==> src/rtl/core/dtrm_pkg.sv <==
// ----------------------------------------------------------------------------
// dtrm_pkg
// Shared types and fixed constants for the dirty tile rectangle marker.
// ----------------------------------------------------------------------------
`default_nettype none

package dtrm_pkg;

  // Pixel to tile conversion: tiles are (1 << TILE_SHIFT) pixels square
  localparam int TILE_SHIFT = 4;

  // Widest grid the token format carries
  localparam int MAX_COLS  = 64;
  localparam int ROW_IDX_W = 6;

  // Field widths
  localparam int PX_W       = 16;
  localparam int ROW_FLAGS_W = 20;

  // Action codes
  localparam logic ACT_MARK = 1'b0;
  localparam logic ACT_READ = 1'b1;

  typedef logic [ROW_IDX_W-1:0] row_idx_t;
  typedef logic [MAX_COLS-1:0]  row_word_t;

  // Beat handed from cell to cell down the chain
  typedef struct packed {
    logic      valid;    // beat present
    logic      is_read;  // read beat, else mark beat
    logic      visible;  // mark reached the grid
    logic      hit_en;   // row range below is meaningful
    row_idx_t  y_lo;     // first row touched
    row_idx_t  y_hi;     // last row touched
    row_word_t mask;     // column mask to OR in (mark)
    row_word_t data;     // collected row word (read)
  } token_t;

endpackage

`default_nettype wire

==> src/rtl/core/dtrm_decode.sv <==
// ----------------------------------------------------------------------------
// dtrm_decode
// Turns one command into a chain beat: tile conversion, clipping, col mask.
// ----------------------------------------------------------------------------
`default_nettype none

module dtrm_decode #(
  parameter int GRID_COLS = 20,
  parameter int GRID_ROWS = 13
) (
  input  wire logic                              action,
  input  wire logic signed [dtrm_pkg::PX_W-1:0]  left_px,
  input  wire logic signed [dtrm_pkg::PX_W-1:0]  top_px,
  input  wire logic signed [dtrm_pkg::PX_W-1:0]  right_px,
  input  wire logic signed [dtrm_pkg::PX_W-1:0]  bottom_px,
  output dtrm_pkg::token_t                       tok
);

  logic signed [dtrm_pkg::PX_W-1:0] xt1, yt1, xt2, yt2;
  logic [dtrm_pkg::ROW_IDX_W:0]     xs, xe;
  dtrm_pkg::row_idx_t               ys, ye;
  logic                             off_grid;
  logic                             row_ok;
  dtrm_pkg::row_word_t              mask;

  // Floor division to tile units (arithmetic shift)
  assign xt1 = left_px   >>> dtrm_pkg::TILE_SHIFT;
  assign yt1 = top_px    >>> dtrm_pkg::TILE_SHIFT;
  assign xt2 = right_px  >>> dtrm_pkg::TILE_SHIFT;
  assign yt2 = bottom_px >>> dtrm_pkg::TILE_SHIFT;

  assign off_grid = (xt1 >= GRID_COLS) || (yt1 >= GRID_ROWS) || (xt2 < 0) || (yt2 < 0);

  // Clip to grid; only meaningful when not off grid
  assign xs = (xt1 < 0) ? '0 : xt1[dtrm_pkg::ROW_IDX_W:0];
  assign xe = (xt2 >= GRID_COLS) ? (dtrm_pkg::ROW_IDX_W+1)'(GRID_COLS - 1)
                                 : xt2[dtrm_pkg::ROW_IDX_W:0];
  assign ys = (yt1 < 0) ? '0 : yt1[dtrm_pkg::ROW_IDX_W-1:0];
  assign ye = (yt2 >= GRID_ROWS) ? dtrm_pkg::ROW_IDX_W'(GRID_ROWS - 1)
                                 : yt2[dtrm_pkg::ROW_IDX_W-1:0];

  // Column span mask, empty if inverted
  always_comb begin
    for (int i = 0; i < dtrm_pkg::MAX_COLS; i++) begin
      mask[i] = (i < GRID_COLS) && (i >= int'(xs)) && (i <= int'(xe));
    end
  end

  // Read row index in range
  assign row_ok = (top_px >= 0) && (top_px < GRID_ROWS);

  // Build the beat
  always_comb begin
    tok       = '0;
    tok.valid = 1'b1;
    if (action == dtrm_pkg::ACT_READ) begin
      tok.is_read = 1'b1;
      tok.hit_en  = row_ok;
      tok.y_lo    = top_px[dtrm_pkg::ROW_IDX_W-1:0];
      tok.y_hi    = top_px[dtrm_pkg::ROW_IDX_W-1:0];
    end else begin
      tok.visible = !off_grid;
      tok.hit_en  = !off_grid;
      tok.y_lo    = ys;
      tok.y_hi    = ye;
      tok.mask    = mask;
    end
  end

endmodule

`default_nettype wire

==> src/rtl/core/dtrm_cell.sv <==
// ----------------------------------------------------------------------------
// dtrm_cell
// One tile row: holds its flag word, ORs in marks and fills read beats.
// ----------------------------------------------------------------------------
`default_nettype none

module dtrm_cell #(
  parameter int GRID_COLS = 20,
  parameter int ROW_INDEX = 0
) (
  input  wire logic             clk,
  input  wire logic             rst,
  input  dtrm_pkg::token_t      tok_in,
  output dtrm_pkg::token_t      tok_out
);

  localparam dtrm_pkg::row_idx_t MY_ROW = dtrm_pkg::ROW_IDX_W'(ROW_INDEX);

  logic [GRID_COLS-1:0] flags;
  logic                 hit;
  dtrm_pkg::token_t     tok_next;

  // Does the passing beat cover this row
  assign hit = tok_in.valid && tok_in.hit_en && (MY_ROW >= tok_in.y_lo) &&
               (MY_ROW <= tok_in.y_hi);

  always_comb begin
    tok_next = tok_in;
    if (hit && tok_in.is_read) begin
      tok_next.data = dtrm_pkg::MAX_COLS'(flags);
    end
  end

  // Row flags and forward register
  always_ff @(posedge clk) begin
    if (rst) begin
      flags         <= '0;
      tok_out       <= '0;
    end else begin
      if (hit && !tok_in.is_read) begin
        flags <= flags | tok_in.mask[GRID_COLS-1:0];
      end
      tok_out <= tok_next;
    end
  end

endmodule

`default_nettype wire

==> src/rtl/core/dirty_tile_rect_marker_core.sv <==
// ----------------------------------------------------------------------------
// dirty_tile_rect_marker_core
// Dirty flag map of screen tiles with rectangle marking and row readout.
// ----------------------------------------------------------------------------
// A command is taken when start is high and busy is low. It is decoded into a
// beat that walks down a chain of GRID_ROWS row cells, one cell per cycle;
// each cell ORs the column mask into its row or, on a read, drops its row
// word into the beat. The result shows on done for one cycle when the beat
// leaves the last cell, and busy drops in the cycle after. The receiver
// cannot stall: done must be sampled when it is high.
// busy is also high during reset.
`default_nettype none

module dirty_tile_rect_marker_core #(
  parameter int GRID_COLS = 20,
  parameter int GRID_ROWS = 13
) (
  input  wire logic                                    clk,
  input  wire logic                                    rst,
  input  wire logic                                    start,
  output logic                                         busy,
  input  wire logic                                    action,
  input  wire logic signed [dtrm_pkg::PX_W-1:0]        left_px,
  input  wire logic signed [dtrm_pkg::PX_W-1:0]        top_px,
  input  wire logic signed [dtrm_pkg::PX_W-1:0]        right_px,
  input  wire logic signed [dtrm_pkg::PX_W-1:0]        bottom_px,
  output logic                                         done,
  output logic                                         visible,
  output logic [dtrm_pkg::ROW_FLAGS_W-1:0]             row_flags
);

  dtrm_pkg::token_t tok [0:GRID_ROWS];
  dtrm_pkg::token_t launch_next;
  dtrm_pkg::token_t launch;
  logic             running;
  logic             accept;
  logic [GRID_ROWS:0] beat_valid;

  assign busy   = running | rst;
  assign accept = start && !busy;

  // Command decode
  dtrm_decode #(
    .GRID_COLS (GRID_COLS),
    .GRID_ROWS (GRID_ROWS)
  ) u_decode (
    .action    (action),
    .left_px   (left_px),
    .top_px    (top_px),
    .right_px  (right_px),
    .bottom_px (bottom_px),
    .tok       (launch_next)
  );

  // Launch register and busy flag
  always_ff @(posedge clk) begin
    if (rst) begin
      running <= 1'b0;
      launch  <= '0;
    end else begin
      if (accept) begin
        running <= 1'b1;
      end else if (done) begin
        running <= 1'b0;
      end
      launch <= accept ? launch_next : '0;
    end
  end

  assign tok[0] = launch;

  // Row cell chain
  for (genvar g = 0; g < GRID_ROWS; g++) begin : g_row
    dtrm_cell #(
      .GRID_COLS (GRID_COLS),
      .ROW_INDEX (g)
    ) u_cell (
      .clk     (clk),
      .rst     (rst),
      .tok_in  (tok[g]),
      .tok_out (tok[g+1])
    );
  end

  for (genvar v = 0; v <= GRID_ROWS; v++) begin : g_vld
    assign beat_valid[v] = tok[v].valid;
  end

  // Result from chain tail
  assign done      = tok[GRID_ROWS].valid;
  assign visible   = done && !tok[GRID_ROWS].is_read && tok[GRID_ROWS].visible;
  assign row_flags = (done && tok[GRID_ROWS].is_read) ?
                     tok[GRID_ROWS].data[dtrm_pkg::ROW_FLAGS_W-1:0] : '0;

  // Checks
  a_one_beat: assert property (@(posedge clk) disable iff (rst) $onehot0(beat_valid))
    else $error("more than one beat in the chain");
  a_done_busy: assert property (@(posedge clk) disable iff (rst) done |-> running)
    else $error("result while idle");
  a_accept_busy: assert property (@(posedge clk) disable iff (rst) accept |=> running)
    else $error("busy not raised after command");
  a_done_idle: assert property (@(posedge clk) disable iff (rst) done |=> !running)
    else $error("busy held after result");
  a_read_vis: assert property (@(posedge clk) disable iff (rst)
    (done && tok[GRID_ROWS].is_read) |-> !visible)
    else $error("visible set on read result");

endmodule

`default_nettype wire

==> config.mk <==
export PLATFORM = sky130hd
export DESIGN_NAME = dirty_tile_rect_marker_core
export DESIGN_NICKNAME = d
export VERILOG_FILES = /design/src/rtl/core/dtrm_pkg.sv /design/src/rtl/core/dtrm_decode.sv /design/src/rtl/core/dtrm_cell.sv /design/src/rtl/core/dirty_tile_rect_marker_core.sv
export SDC_FILE = /design/constraint.sdc
export NUM_CORES = 1
export LEC_CHECK = 0
export CORE_ASPECT_RATIO = 1.1
export CORE_MARGIN = 4
export CORE_UTILIZATION = 55
export CTS_CLUSTER_DIAMETER = 200
export DETAILED_ROUTE_END_ITERATION = 8
export DONT_BUFFER_PORTS = 1
export PLACE_DENSITY = 0.74
export SKIP_CTS_REPAIR_TIMING = 1
export SYNTH_ARGS = -nofsm -noshare
export SYNTH_HDL_FRONTEND = slang
export SYNTH_SLANG_ARGS = --single-unit
export TNS_END_PERCENT = 5
==> constraint.sdc <==
create_clock -name clk -period 2.82 [get_ports clk]
set_input_delay 0.141 -clock clk [delete_from_list [all_inputs] [get_ports clk]]
set_output_delay 0.141 -clock clk [all_outputs]
set_load 0.005 [all_outputs]
# ---- After elaboration in Yosys (flattened, before gate mapping)
# Cells that the tools add are included.
dict set report totals {
  register_bits 1056
  out_inout_bits 23
  elab_cells 348
}
dict set report op_classes {
  magnitude_cmp 75
  muxes 25
  n_bitwise 15
  reduce_logical 111
}
# op count
set op_table {}
lappend op_table {{20-bit two-way mux} 15}
lappend op_table {{20-bit bitwise OR} 13}
lappend op_table {{144-bit two-way mux} 1}
lappend op_table {{1-bit logical AND} 89}
lappend op_table {{4-bit by 7-bit greater-or-equal comparator with 1-bit output (first input constant)} 8}
lappend op_table {{4-bit by 7-bit <= comparator with 1-bit output (first input constant)} 8}
lappend op_table {{12-bit by 1-bit < comparator with 1-bit output (second input constant)} 4}
lappend op_table {{4-bit by 6-bit greater-or-equal comparator with 1-bit output (first input constant)} 5}
lappend op_table {{4-bit by 6-bit <= comparator with 1-bit output (first input constant)} 5}
lappend op_table {{3-bit by 7-bit greater-or-equal comparator with 1-bit output (first input constant)} 4}
lappend op_table {{5-bit by 7-bit greater-or-equal comparator with 1-bit output (first input constant)} 4}
lappend op_table {{3-bit by 7-bit <= comparator with 1-bit output (first input constant)} 4}
lappend op_table {{5-bit by 7-bit <= comparator with 1-bit output (first input constant)} 4}
lappend op_table {{12-bit by 5-bit greater-or-equal comparator with 1-bit output (second input constant)} 2}
lappend op_table {{12-bit by 6-bit greater-or-equal comparator with 1-bit output (second input constant)} 2}
lappend op_table {{3-bit by 6-bit greater-or-equal comparator with 1-bit output (first input constant)} 4}
lappend op_table {{3-bit by 6-bit <= comparator with 1-bit output (first input constant)} 4}
lappend op_table {{16-bit by 1-bit greater-or-equal comparator with 1-bit output (second input constant)} 1}
lappend op_table {{1-bit logical NOT} 16}
lappend op_table {{16-bit by 5-bit < comparator with 1-bit output (second input constant)} 1}
lappend op_table {{1-bit by 7-bit greater-or-equal comparator with 1-bit output (first input constant)} 2}
lappend op_table {{2-bit by 7-bit greater-or-equal comparator with 1-bit output (first input constant)} 2}
lappend op_table {{2-bit by 7-bit <= comparator with 1-bit output (first input constant)} 2}
lappend op_table {{7-bit two-way mux} 2}
lappend op_table {{other kinds (14)} 24}

# ---- Depth between registers and ports, before layout
# Gate-level depths: netlist of run 1.
dict set report depth {
  depth_word 7
  depth_mapped 7
  ltp_nobuf 6
}

# ---- Hierarchy
# Synthesis of run 1 repeated with hierarchy kept, for this count alone.
dict set report hier_totals {
  hier_cells 6031
  hier_area_um2 69864.5
}
# module n_inst cells_per_inst area_per_inst_um2 seq_area_each_um2
set by_module_without_submodules {}
lappend by_module_without_submodules {{dtrm_cell at g_row[3].u_cell ...} 2 422 4946.0 3283.1}
lappend by_module_without_submodules {{dtrm_cell at g_row[9].u_cell} 1 422 5171.2 3283.1}
lappend by_module_without_submodules {{dtrm_cell at g_row[6].u_cell} 1 417 4962.3 3283.1}
lappend by_module_without_submodules {{dtrm_cell at g_row[0].u_cell} 1 421 4928.5 3283.1}
lappend by_module_without_submodules {{dtrm_cell at g_row[5].u_cell} 1 418 4926.0 3283.1}
lappend by_module_without_submodules {{dtrm_cell at g_row[2].u_cell} 1 422 4922.2 3283.1}
lappend by_module_without_submodules {{dtrm_cell at g_row[1].u_cell} 1 418 4899.7 3283.1}
lappend by_module_without_submodules {{dtrm_cell at g_row[11].u_cell} 1 422 4882.2 3283.1}
lappend by_module_without_submodules {{dtrm_cell at g_row[4].u_cell} 1 417 4877.2 3283.1}
lappend by_module_without_submodules {{dtrm_cell at g_row[8].u_cell} 1 415 4873.4 3283.1}
lappend by_module_without_submodules {{dtrm_cell at g_row[12].u_cell} 1 415 4872.2 3283.1}
lappend by_module_without_submodules {{dtrm_cell at g_row[10].u_cell} 1 418 4835.9 3283.1}
lappend by_module_without_submodules {dirty_tile_rect_marker_core 1 335 4125.2 2902.8}
lappend by_module_without_submodules {dtrm_decode 1 247 1696.6 0.0}

# ---- Worst setup path after synthesis of run 1
# OpenSTA, ideal clock, no wires.
dict set report synth_timing {
  path_type {reg-to-reg}
  startpoint {reg g_row[2].u_cell.tok_out[139] (netlist bit)}
  endpoint {reg g_row[3].u_cell.tok_out[0] (netlist bit)}
  t_arrival_ps 1546
  t_required_ps 2692
  path_slack_ps 1146
  stages_incl_launch_ff 6
  path_buffers 1
  cell_sequence {dfxtp_1 > or4_4 > a2111o_1 > buf_6 > mux2i_1 > nor2_1}
}
dict set report synth_via {
  elab_chain_len 5
}
# element line_no
set synth_rtl {}
lappend synth_rtl {{start: declaration} dtrm_cell.sv:14} ;# output dtrm_pkg::token_t tok_out
lappend synth_rtl {{start signal: assignment} dtrm_cell.sv:43} ;# tok_out <= tok_next;
lappend synth_rtl {{2-bit by 6-bit greater-or-equal comparator with 1-bit output} dtrm_cell.sv:24} ;# assign hit = tok_in.valid && tok_in.hit_en && (MY_ROW >= tok_in.y_lo) &&
lappend synth_rtl {{1-bit logical AND (2 in a row)} dtrm_cell.sv:24}
lappend synth_rtl {{1-bit logical AND} dtrm_cell.sv:29} ;# if (hit && tok_in.is_read) begin
lappend synth_rtl {{20-bit two-way mux} dtrm_cell.sv:29}
lappend synth_rtl {{end signal: assignment} dtrm_cell.sv:43}
lappend synth_rtl {{end: declaration} dtrm_cell.sv:14}
# Every way passes these cells.
# A chain may end at the register's enable or synchronous reset.

# ---- Worst setup path after layout of run 1
dict set report layout_timing {
  startpoint {reg g_row[2].u_cell.tok_out[133] (netlist bit)}
  endpoint {reg g_row[3].u_cell.tok_out[6] (netlist bit)}
}
dict set report layout_via {
  elab_chain_len 4
}
# element line_no
set layout_rtl {}
lappend layout_rtl {{2-bit by 6-bit <= comparator with 1-bit output} dtrm_cell.sv:25} ;# (MY_ROW <= tok_in.y_hi);
lappend layout_rtl {{1-bit logical AND} dtrm_cell.sv:24}
lappend layout_rtl {{1-bit logical AND} dtrm_cell.sv:29}
lappend layout_rtl {{20-bit two-way mux} dtrm_cell.sv:29}
# Every way passes these cells.

==> results of run 1 <==
==> cells by family (layout without fill, tap and decap cells) <==
logic type	after synthesis	after routing	share of synthesized area
compound gates	448	448	0.0834
buf+inv	262	909	0.0332
flops	990	990	0.619
mux	181	181	0.0566
simple gates	1202	1202	0.208
==> state kept, by name (all words and copies together) (netlist names) <==
signal	flops
g_row.u_cell.tok_out	693
beat_valid	1
launch	35
running	1
g_row.u_cell.flags	260
==> final cells by class <==
type / count / area, µm² / area share
Clock inverter: 30 / 395 / 0.00936
Sequential cell: 990 / 19800 / 0.469
Timing Repair Buffer: 705 / 7030 / 0.166
Tap cell: 752 / 941 / 0.0223
Inverter: 37 / 139 / 0.00329
Clock buffer: 137 / 2750 / 0.0650
Multi-Input combinational cell: 1831 / 11200 / 0.265
==> worst paths after layout <==
kind / start / endpoint / slack, ns / cells after the start
max: g_row[2].u_cell.tok_out[133] / g_row[3].u_cell.tok_out[6] / -0.25 / 6
min: left_px[6] / launch[74] / -0.02 / 4
max reg2reg: g_row[2].u_cell.tok_out[133] / g_row[3].u_cell.tok_out[6] / -0.25 / 6
min reg2reg: g_row[10].u_cell.tok_out[81] / g_row[11].u_cell.tok_out[81] / 0.43 / 2
==> where the power goes <==
group / total (mW) / switching (mW) / internal [mW]
registers: 14.0 / 0.0227 / 14.0
logic: 0.420 / 0.236 / 0.184
clock network: 12.7 / 5.16 / 7.55
==> synth_stat cells (29+ instances only) <==
library cell,number
a41oi_1,35
mux2i_1,181
a21oi_1,196
buf_2,29
a31oi_1,85
inv_1,37
dfxtp_1,990
nor2b_1,407
nand2b_1,206
nor2_1,372
nand4_1,29
o21ai_0,74
clkbuf_1,187
==> cell usage in the layout, fill, tap and decap left out, types with 3 or more instances in the layout <==
cell type      instances
nand2b_1             206
o21ai_0               74
a2111oi_2              3
inv_1                 37
clkinv_2              14
nand4bb_1              5
nor4b_1                3
o211ai_1               3
clkbuf_16             95
and4_1                 4
a41oi_1               35
nor3_1                22
nand4b_1              21
a31oi_1               85
nor3b_1                3
a21o_1                 3
a211oi_1               7
clkbuf_1              21
or4_1                  5
dlygate4sd3_1        672
o31ai_1               22
nand4_1               29
nand3_1               23
and2_1                24
or2_2                  3
clkbuf_8              21
or3_1                  4
a21oi_1              196
nor2_1               372
clkinvlp_4             5
nor4_2                 3
buf_4                 30
nand2_1               24
and3_1                24
nor4_1                 8
dfxtp_1              990
a2111o_1               3
nor2b_1              407
bufinv_16              9
mux2i_1              181
==> worst max-delay path, cell delays in order (launching register included) <==
cell	delay (ns)
dfxtp_1	0.33
nor4_1	1.05
a2111o_1	0.27
buf_4	0.33
mux2i_1	0.30
nor2_1	0.06
dlygate4sd3_1	0.57
==> per-stage QoR <==
stage / setup slack [ns] / setup TNS [ns]
finish: -0.245 / -2.97
global route: -0.274 / -2.98
CTS: 0.768 / 0
detailed placement: 0.778 / 0
global placement: 0.800 / 0
floorplan: 1.15 / 0
==> routing by layer <==
| layer | GRT usage | wire length (µm) | up-vias |
|---|---|---|---|
| met3 | 0.0286 | 2760 | 218 |
| met5 | 0 | 0 | - |
| met4 | 0.0619 | 2560 | 0 |
| met2 | 0.306 | 40500 | 605 |
| met1 | 0.186 | 27600 | 11300 |
| li1 | - | - | 11400 |
==> out/results.ini, run 1 <==
[die]
fp.dieH_um = 261
core_area_um2 = 57400
initial_core_util = 0.557
io_pins = 91
chipWidth_um = 238
dieArea_um2 = 62100
row_count = 92

[worst_hold_path]
min_path_type = primary input to flip-flop

[yosys]
yosys.cell_types.count = 57
synth_top_area_share = 0.619
syn_avg_cell_area_um2 = 10.4
synth.cell_area_um2 = 32000
synth_area_leader_cell = dfxtp_1
synth_ff_type = dfxtp_1
syn_nets = 3151
synth.area.top_cells = dfxtp_1, nor2b_1, mux2i_1
ys_seq_area_frac = 0.619
async_flop_share = 0
yosysWarnings = 0
syn_inst = 3083
synth_edf_count = 0
ys_ff_latch = 990

[setup_path]
crit_arrival_ns = 3.57
crit_path_end_kind = flip-flop
cp.required_ns = 3.32
crit_type = flip-flop to flip-flop
critPathLaunchType = flip-flop
crit_path_max_fanout = 20

[timing]
fmaxAchievable_ghz = 0.326
fin_crit_sh = 1.09
setup_viol = 26
finalWorstSetupSlack_ns = -0.245
drv_slew = 0
worst_pin_slew_ns = 1.26
hold_violations = 1
relSlewSlack = 0.156
hold_slack_ns = -0.0245
skew_ns = 0.0268
fin_crit_ns = 3.07

[clock_network]
htreeDepth = 3
clockBufferDepth = 3
cts_inserted_buffers = 90
cts_root_buf = clkbuf_16
clock_latency_ns = 0.64
cts.sinks = 990
clkTransAtPathRegs_ns = 0.07
tritoncts = done

[placement]
dpl_cell_area_um2 = 32300
hpwl_um = 32600
io_buffers = 0
dpl.cell_count = 3640
place.gp.congestion = 0.860

[detailed_routing]
drt_drc_violations_left = 0
vias_per_cell = 5.24
drt_iter0_drc = 1762
firstDrtPassIters = 6
ant_nets = 0
finalWirelength_um = 73400
vias = 23500
wl_per_cell_um = 16.4

[power]
vdd_drop_max_mv = 0.518
p_total_mw = 27.2
power.density_nw_per_um2 = 643
power_leakage_nw = 18.1

[global_routing]
antenna_found_initial = 0
grt_max_degree = 1017
track_usage = 0.164
gr-total-overflow = 0
first_global_vias = 18600
grt_pass1_wl_um = 87500

[layout]
synthToLayoutAreaGrowth_pct = 32.1
fill_cells = 3403
num_antenna_cells = 0
nets = 3723
fin_cells = 4482
design_area_um2 = 42300
final_util = 0.736
drive_gt1_frac = 0.0534

[status]
violations = hold timing, setup timing
status = finished with violations

[job]
maxCapViolations = 0

No activity file was read; power rests on OpenSTA's default activity.
==> run 2, diff against run 1 <==
- ABC_AREA: not set -> 1
- CORE_ASPECT_RATIO: 1.1 -> not set
==> out/results.ini, run 2 <==
[status]
status = finished with violations  ; unchanged
violations = hold timing, setup timing  ; unchanged

[timing]
worst_pin_slew_ns = 1.01  ; was 1.26 ns
relSlewSlack = 0.326  ; was 0.156
hold_slack_ns = -0.0246  ; was -0.0245 ns
drv_slew = 0  ; unchanged
fin_crit_sh = 1.06  ; was 1.09
finalWorstSetupSlack_ns = -0.169  ; was -0.245 ns
rsz0062_at_grt = false
fmaxAchievable_ghz = 0.335  ; was 0.326 GHz
fin_crit_ns = 2.99  ; was 3.07 ns
hold_violations = 1  ; unchanged
fin_setup_tns_ns = -0.278  ; was -2.97 ns
skew_ns = 0.0231  ; was 0.0268 ns
setup_viol = 2  ; was 26

[power]
p_sw_frac = 0.197  ; was 0.199
vdd_drop_max_mv = 0.542  ; was 0.518 mV
seqPwrFrac = 0.518  ; was 0.517
switchingPower_mw = 5.33  ; was 5.42 mW
power_leakage_nw = 16.8  ; was 18.1 nW
clkPwrFrac = 0.465  ; was 0.468
power_frac_comb = 0.016  ; was 0.015
p_int_mw = 21.7  ; was 21.8 mW
power.density_nw_per_um2 = 687  ; was 643 nW/µm²

[layout]
regArea_um2 = 19800  ; unchanged
layout_common_cells = dfxtp_1, inv_1, nor2_1, nand2_1, dlygate4sd3_1  ; was dfxtp_1, dlygate4sd3_1, nor2b_1, nor2_1, nand2b_1
synthToLayoutAreaGrowth_pct = 22.2  ; was 32.1%
drive_gt1_frac = 0.0525  ; was 0.0534
final_common_cell = dfxtp_1  ; unchanged
fin_cells = 4895  ; was 4,482
multiInputGateArea_um2 = 8810  ; was 11,200 µm²
top_register = g_row.u_cell.tok_out  ; unchanged
nets = 4127  ; was 3,723
num_antenna_cells = 0  ; unchanged
top_regs = g_row.u_cell.tok_out (693), g_row.u_cell.flags (260), launch (35)  ; unchanged
largest_reg_flops = 693  ; unchanged
fill_cells = 4292  ; was 3,403

[global_routing]
antenna_found_initial = 0  ; unchanged
grt_max_degree = 456  ; was 1,017
gr-total-overflow = 0  ; unchanged
grt_pass1_wl_um = 89100  ; was 87,500 µm
track_usage = 0.164  ; about the same
first_global_vias = 19400  ; was 18,600

[setup_path]
worst_path_max_delay_cell = dlygate4sd3_1  ; was nor4_1
crit_arrival_ns = 3.56  ; was 3.57 ns
slowest_delay_ns = 0.59  ; was 1.05 ns
critPathLaunchType = primary input  ; was flip-flop
crit_path_max_fanout = 303  ; was 20
crit_type = primary input to flip-flop  ; was flip-flop to flip-flop
cp.required_ns = 3.39  ; was 3.32 ns
crit_path_end_kind = flip-flop  ; unchanged
path_cells = buf_16, clkinv_8, nand3_4, nor2_4, o21ai_0, dlygate4sd3_1, o21ai_0, dlygate4sd3_1  ; was nor4_1, a2111o_1, buf_4, mux2i_1, nor2_1, dlygate4sd3_1

[clock_network]
cts_inserted_buffers = 91  ; was 90
cts.sinks = 990  ; unchanged
cts_root_buf = clkbuf_16  ; unchanged
clkTransAtPathRegs_ns = 0.06  ; was 0.07 ns
clockBufferDepth = 3  ; unchanged
tritoncts = done  ; unchanged
clock_latency_ns = 0.64  ; about the same
htreeDepth = 3  ; unchanged

[yosys]
async_flop_share = 0  ; unchanged
synth_top_area_share = 0.615  ; was 0.619
ys_seq_area_frac = 0.615  ; was 0.619
syn_avg_cell_area_um2 = 8.55  ; was 10.4 µm²
syn_inst = 3770  ; was 3,083
synth_most_common_cell = dfxtp_1  ; unchanged
synth_area_leader_cell = dfxtp_1  ; unchanged
synthTopCellsByCount = dfxtp_1, inv_1, nor2_1, nand2_1, a21oi_1  ; was dfxtp_1, nor2b_1, nor2_1, nand2b_1, a21oi_1
synth.area.top_cells = dfxtp_1, inv_1, nor2_1  ; was dfxtp_1, nor2b_1, mux2i_1
yosysWarnings = 0  ; unchanged
synth_ff_type = dfxtp_1  ; unchanged
yosys.cell_types.count = 40  ; was 57
synth_edf_count = 0  ; unchanged
ys_ff_latch = 990  ; unchanged
synth.cell_area_um2 = 32200  ; was 32,000 µm²
syn_nets = 3838  ; was 3,151

[placement]
io_buffers = 0  ; unchanged
pre_cts_ws_ns = 0.889  ; was 0.778 ns
dpl.cell_count = 4358  ; was 3,640
hpwl_um = 30900  ; was 32,600 µm
place.gp.congestion = 0.848  ; was 0.860

[detailed_routing]
drt_drc_violations_left = 0  ; unchanged
wl_per_cell_um = 12.2  ; was 16.4 µm
vias = 22900  ; was 23,500
vias_per_cell = 4.68  ; was 5.24
ant_nets = 0  ; unchanged
finalWirelength_um = 59800  ; was 73,400 µm
firstDrtPassIters = 5  ; was 6
drt_iter0_drc = 1260  ; was 1,762

[die]
row_count = 88  ; was 92
chipWidth_um = 250  ; was 238 µm
fp.dieH_um = 250  ; was 261 µm
core_area_um2 = 57800  ; was 57,400 µm²
initial_core_util = 0.558  ; was 0.557
dieArea_um2 = 62500  ; was 62,100 µm²
io_pins = 91  ; unchanged

[worst_hold_path]
min_path_type = primary input to flip-flop  ; unchanged

[job]
maxCapViolations = 0  ; unchanged

-- run 2: worst max-delay path: cells and delay by family --
family / cells / cell delay (ns)
buf+inv: 4 / 1.98
simple gates: 2 / 0.66
compound gates: 2 / 0.27
-- run 2: cell type report --
class,count,share of cell area
multi-input cells,1865,0.224
repair buffers,404,0.102
flip-flops and latches,990,0.503
clock buffers,137,0.0689
inverters,707,0.0677
clock inverters,27,0.0109
well taps,765,0.0243
-- run 2: power by group through the flow --
stage / logic [mW] / clock network, mW / registers [mW]
2_1_floorplan: 0.350 / 0 / 14.3
3_3_place_gp: 0.300 / 0 / 14.3
3_5_place_dp: 0.304 / 0 / 14.3
4_1_cts: 0.305 / 12.8 / 14.0
5_1_grt: 0.497 / 13.4 / 14.0
6_report: 0.446 / 12.6 / 14.0
-- run 2: path summary, 6_finish.rpt --
check / from / endpoint / slack, ns / cells past startpoint
hold / removal: left_px[10] / launch[76] / -0.02 / 5
setup reg to reg: g_row[2].u_cell.tok_out[136] / g_row[3].u_cell.tok_out[2] / 0.23 / 8
setup / recovery: rst / launch[130] / -0.17 / 8
hold reg to reg: g_row[0].u_cell.tok_out[134] / g_row[1].u_cell.tok_out[134] / 0.40 / 2
-- run 2: cells by family after synthesis --
| group | count (synthesis) | synth area share |
|---|---|---|
| flip-flops | 990 | 0.615 |
| AND/OR/NAND/NOR | 1306 | 0.168 |
| buffers and inverters | 915 | 0.112 |
| AO/OA/AOI/OAI | 559 | 0.105 |
-- run 2: stage by stage --
step           hold WS, ns  power, mW  utilization  area, µm²
2_1_floorplan        0.266       14.7            -      32200
6_report           -0.0246       27.1        0.682      39400
4_1_cts             -0.380       27.1        0.617      35700
3_3_place_gp         0.295       14.6        0.562      32500
3_5_place_dp         0.297       14.6        0.562      32500
5_1_grt             0.0286       27.9        0.682      39400
-- run 2: layer usage --
| layer | part of all wire | vias to the layer above | global-route usage |
|---|---|---|---|
| li1 | - | 12100 | - |
| met1 | 0.42 | 10300 | 0.196 |
| met2 | 0.52 | 352 | 0.299 |
| met3 | 0.035 | 118 | 0.0319 |
| met4 | 0.024 | 0 | 0.0512 |
| met5 | 0 | - | 0 |
==> run 3, diff against run 2 <==
- BUFFER_PORTS_ARGS: not set -> -buffer_cell sky130_fd_sc_hd__buf_2
- DONT_BUFFER_PORTS: 1 -> not set
- PLACE_DENSITY: 0.74 -> 0.76
==> out/results.ini, run 3 (synthesized netlist as in run 2, its figures left out) <==
[placement]
io_buffers = 78  ; was 0
hpwl_um = 32600  ; was 30,900 µm
place.gp.congestion = 0.855  ; was 0.848
dpl.cell_count = 4442  ; was 4,358

[die]
dieArea_um2 = 62500  ; unchanged
row_count = 88  ; unchanged
core_area_um2 = 57800  ; unchanged
fp.dieH_um = 250  ; unchanged
io_pins = 91  ; unchanged
chipWidth_um = 250  ; unchanged
initial_core_util = 0.558  ; unchanged

[setup_path]
r2r_start = running  ; was g_row[2].u_cell.tok_out[136]
critical_path.top_delay_family = buffers and inverters  ; unchanged
crit_type = primary input to flip-flop  ; unchanged
cp.required_ns = 3.39  ; about the same
rrSetupSlack_ns = 0.28  ; was 0.23 ns
reg2regPathDepth = 7  ; was 8
worst_path_max_delay_cell = dlygate4sd3_1  ; unchanged
crit_arrival_ns = 3.27  ; was 3.56 ns
path_cells = dlygate4sd3_1, buf_8, clkinv_8, nand3_4, nor2_4, nand3_1, dlygate4sd3_1, o21ai_0, dlygate4sd3_1  ; was buf_16, clkinv_8, nand3_4, nor2_4, o21ai_0, dlygate4sd3_1, o21ai_0, dlygate4sd3_1
cpMostUsedCell = dlygate4sd3_1
critPathLaunchType = primary input  ; unchanged
crit_path_max_fanout = 40  ; was 303
cp_num_buf_inv = 5  ; was 4
timing.rr.end = launch[133]  ; was g_row[3].u_cell.tok_out[2]
critPathLaunch = rst  ; unchanged
slowest_delay_ns = 0.59  ; about the same
crit_path_end_kind = flip-flop  ; unchanged

[job]
maxCapViolations = 0  ; unchanged

[layout]
top_regs = g_row.u_cell.tok_out (693), g_row.u_cell.flags (260), launch (35)  ; unchanged
multiInputGateArea_um2 = 8810  ; unchanged
synthToLayoutAreaGrowth_pct = 13.4  ; was 22.2%
top_register = g_row.u_cell.tok_out  ; unchanged
largest_reg_flops = 693  ; unchanged
regArea_um2 = 19800  ; unchanged
final_common_cell = dfxtp_1  ; unchanged
nets = 3891  ; was 4,127
drive_gt1_frac = 0.0780  ; was 0.0525
fin_cells = 4661  ; was 4,895
num_antenna_cells = 0  ; unchanged
fill_cells = 4697  ; was 4,292
layout_common_cells = dfxtp_1, inv_1, nor2_1, nand2_1, a21oi_1  ; was dfxtp_1, inv_1, nor2_1, nand2_1, dlygate4sd3_1

[detailed_routing]
drt_iter0_drc = 1278  ; was 1,260
ant_nets = 0  ; unchanged
vias_per_cell = 4.65  ; was 4.68
drt_drc_violations_left = 0  ; unchanged
wl_per_cell_um = 11.8  ; was 12.2 µm
firstDrtPassIters = 5  ; unchanged
vias = 21700  ; was 22,900
finalWirelength_um = 54800  ; was 59,800 µm

[timing]
drv_slew = 0  ; unchanged
relSlewSlack = 0.342  ; was 0.326
fmaxAchievable_ghz = 0.370  ; was 0.335 GHz
skew_ns = 0.0212  ; was 0.0231 ns
fin_crit_sh = 0.957  ; was 1.06
worst_pin_slew_ns = 0.987  ; was 1.01 ns
setup_viol = 0  ; was 2
rsz0062_at_grt = false  ; unchanged
fin_crit_ns = 2.70  ; was 2.99 ns
fin_setup_tns_ns = 0  ; was -0.278 ns
hold_violations = 2  ; was 1
hold_slack_ns = -0.0128  ; was -0.0246 ns

[worst_hold_path]
hp-start = right_px[9]  ; was left_px[10]
hold_depth = 5  ; unchanged
hold_end = launch[80]  ; was launch[76]
min_path_type = primary input to flip-flop  ; unchanged

[status]
status = finished with violations  ; unchanged
violations = hold timing  ; was hold timing, setup timing

[global_routing]
gr-total-overflow = 0  ; unchanged
grt_pass1_wl_um = 93000  ; was 89,100 µm
antenna_found_initial = 0  ; unchanged
grt_max_degree = 214  ; was 456
track_usage = 0.170  ; was 0.164
first_global_vias = 20300  ; was 19,400

[clock_network]
cts_inserted_buffers = 92  ; was 91
clockBufferDepth = 3  ; unchanged
cts.sinks = 990  ; unchanged
clock_latency_ns = 0.64  ; about the same
htreeDepth = 3  ; unchanged
clkTransAtPathRegs_ns = 0.06  ; about the same
cts_root_buf = clkbuf_16  ; unchanged
tritoncts = done  ; unchanged

[power]
power.density_nw_per_um2 = 730  ; was 687 nW/µm²
power_leakage_nw = 15.0  ; was 16.8 nW
vdd_drop_max_mv = 0.538  ; was 0.542 mV

run 3: changes by cell type in the layout (fill, tap and decap cells not counted), moves of 3 or more:
| cell | delta |
|---|---|
| dlygate4sd3_1 | -320 |
| buf_2 | +77 |
| bufinv_16 | -6 |
| clkinv_2 | +5 |
| clkinvlp_4 | +4 |
| buf_12 | +3 |
| buf_4 | +3 |
run 3: layout make-up:
cell class                 instances  area share
clock inverter                    29     0.00787
tap                              765      0.0262
sequential                       990       0.542
clock buffer                     138      0.0752
multi-input combinational       1865       0.241
timing repair buffer             167      0.0345
inverter                         707      0.0730
run 3: power breakdown:
part / internal [mW] / total [mW] / switching, mW
Combinational: 0.152 / 0.527 / 0.374
Sequential: 14.0 / 14.0 / 0.0117
Clock: 7.11 / 12.1 / 5.00
Total: 21.3 / 26.7 / 5.39
run 3: worst max-delay path by stage:
stage / slack, ns / endpoint / cells after the start
2_1_floorplan: 1.50 / g_row[4].u_cell.tok_out[0] / 7
3_3_place_gp: 0.92 / launch[68] / 8
3_5_place_dp: 0.90 / g_row[3].u_cell.tok_out[16] / 7
4_1_cts: 0.39 / row_flags[11] / 3
5_1_grt: 0.001 / launch[133] / 9
6_report: 0.12 / launch[133] / 9
run 3: tightest hold or removal path, delay by kind of cell:
| family | cells | cell delay [ns] |
|---|---|---|
| buffers and inverters | 2 | 0.16 |
| and+or+nand+nor | 3 | 0.27 |
run 3: through the flow:
step	instance area (µm²)	power [mW]	util	worst slack, ns
6_report	36500	26.7	0.632	0.121
5_1_grt	36500	27.6	0.632	0.00150
4_1_cts	36000	26.9	0.623	0.391
3_5_place_dp	33000	14.8	0.571	0.905
3_3_place_gp	33000	14.8	0.571	0.918
2_1_floorplan	32200	14.7	-	1.50
run 3: per-layer routing:
metal  global-route usage  wire length [µm]  vias to the layer above
met5                    0                 0                        -
met4               0.0542              1410                        0
met3               0.0327              1890                       99
met2                0.314             27300                      353
met1                0.200             24200                     9567
li1                     -                 -                    11700
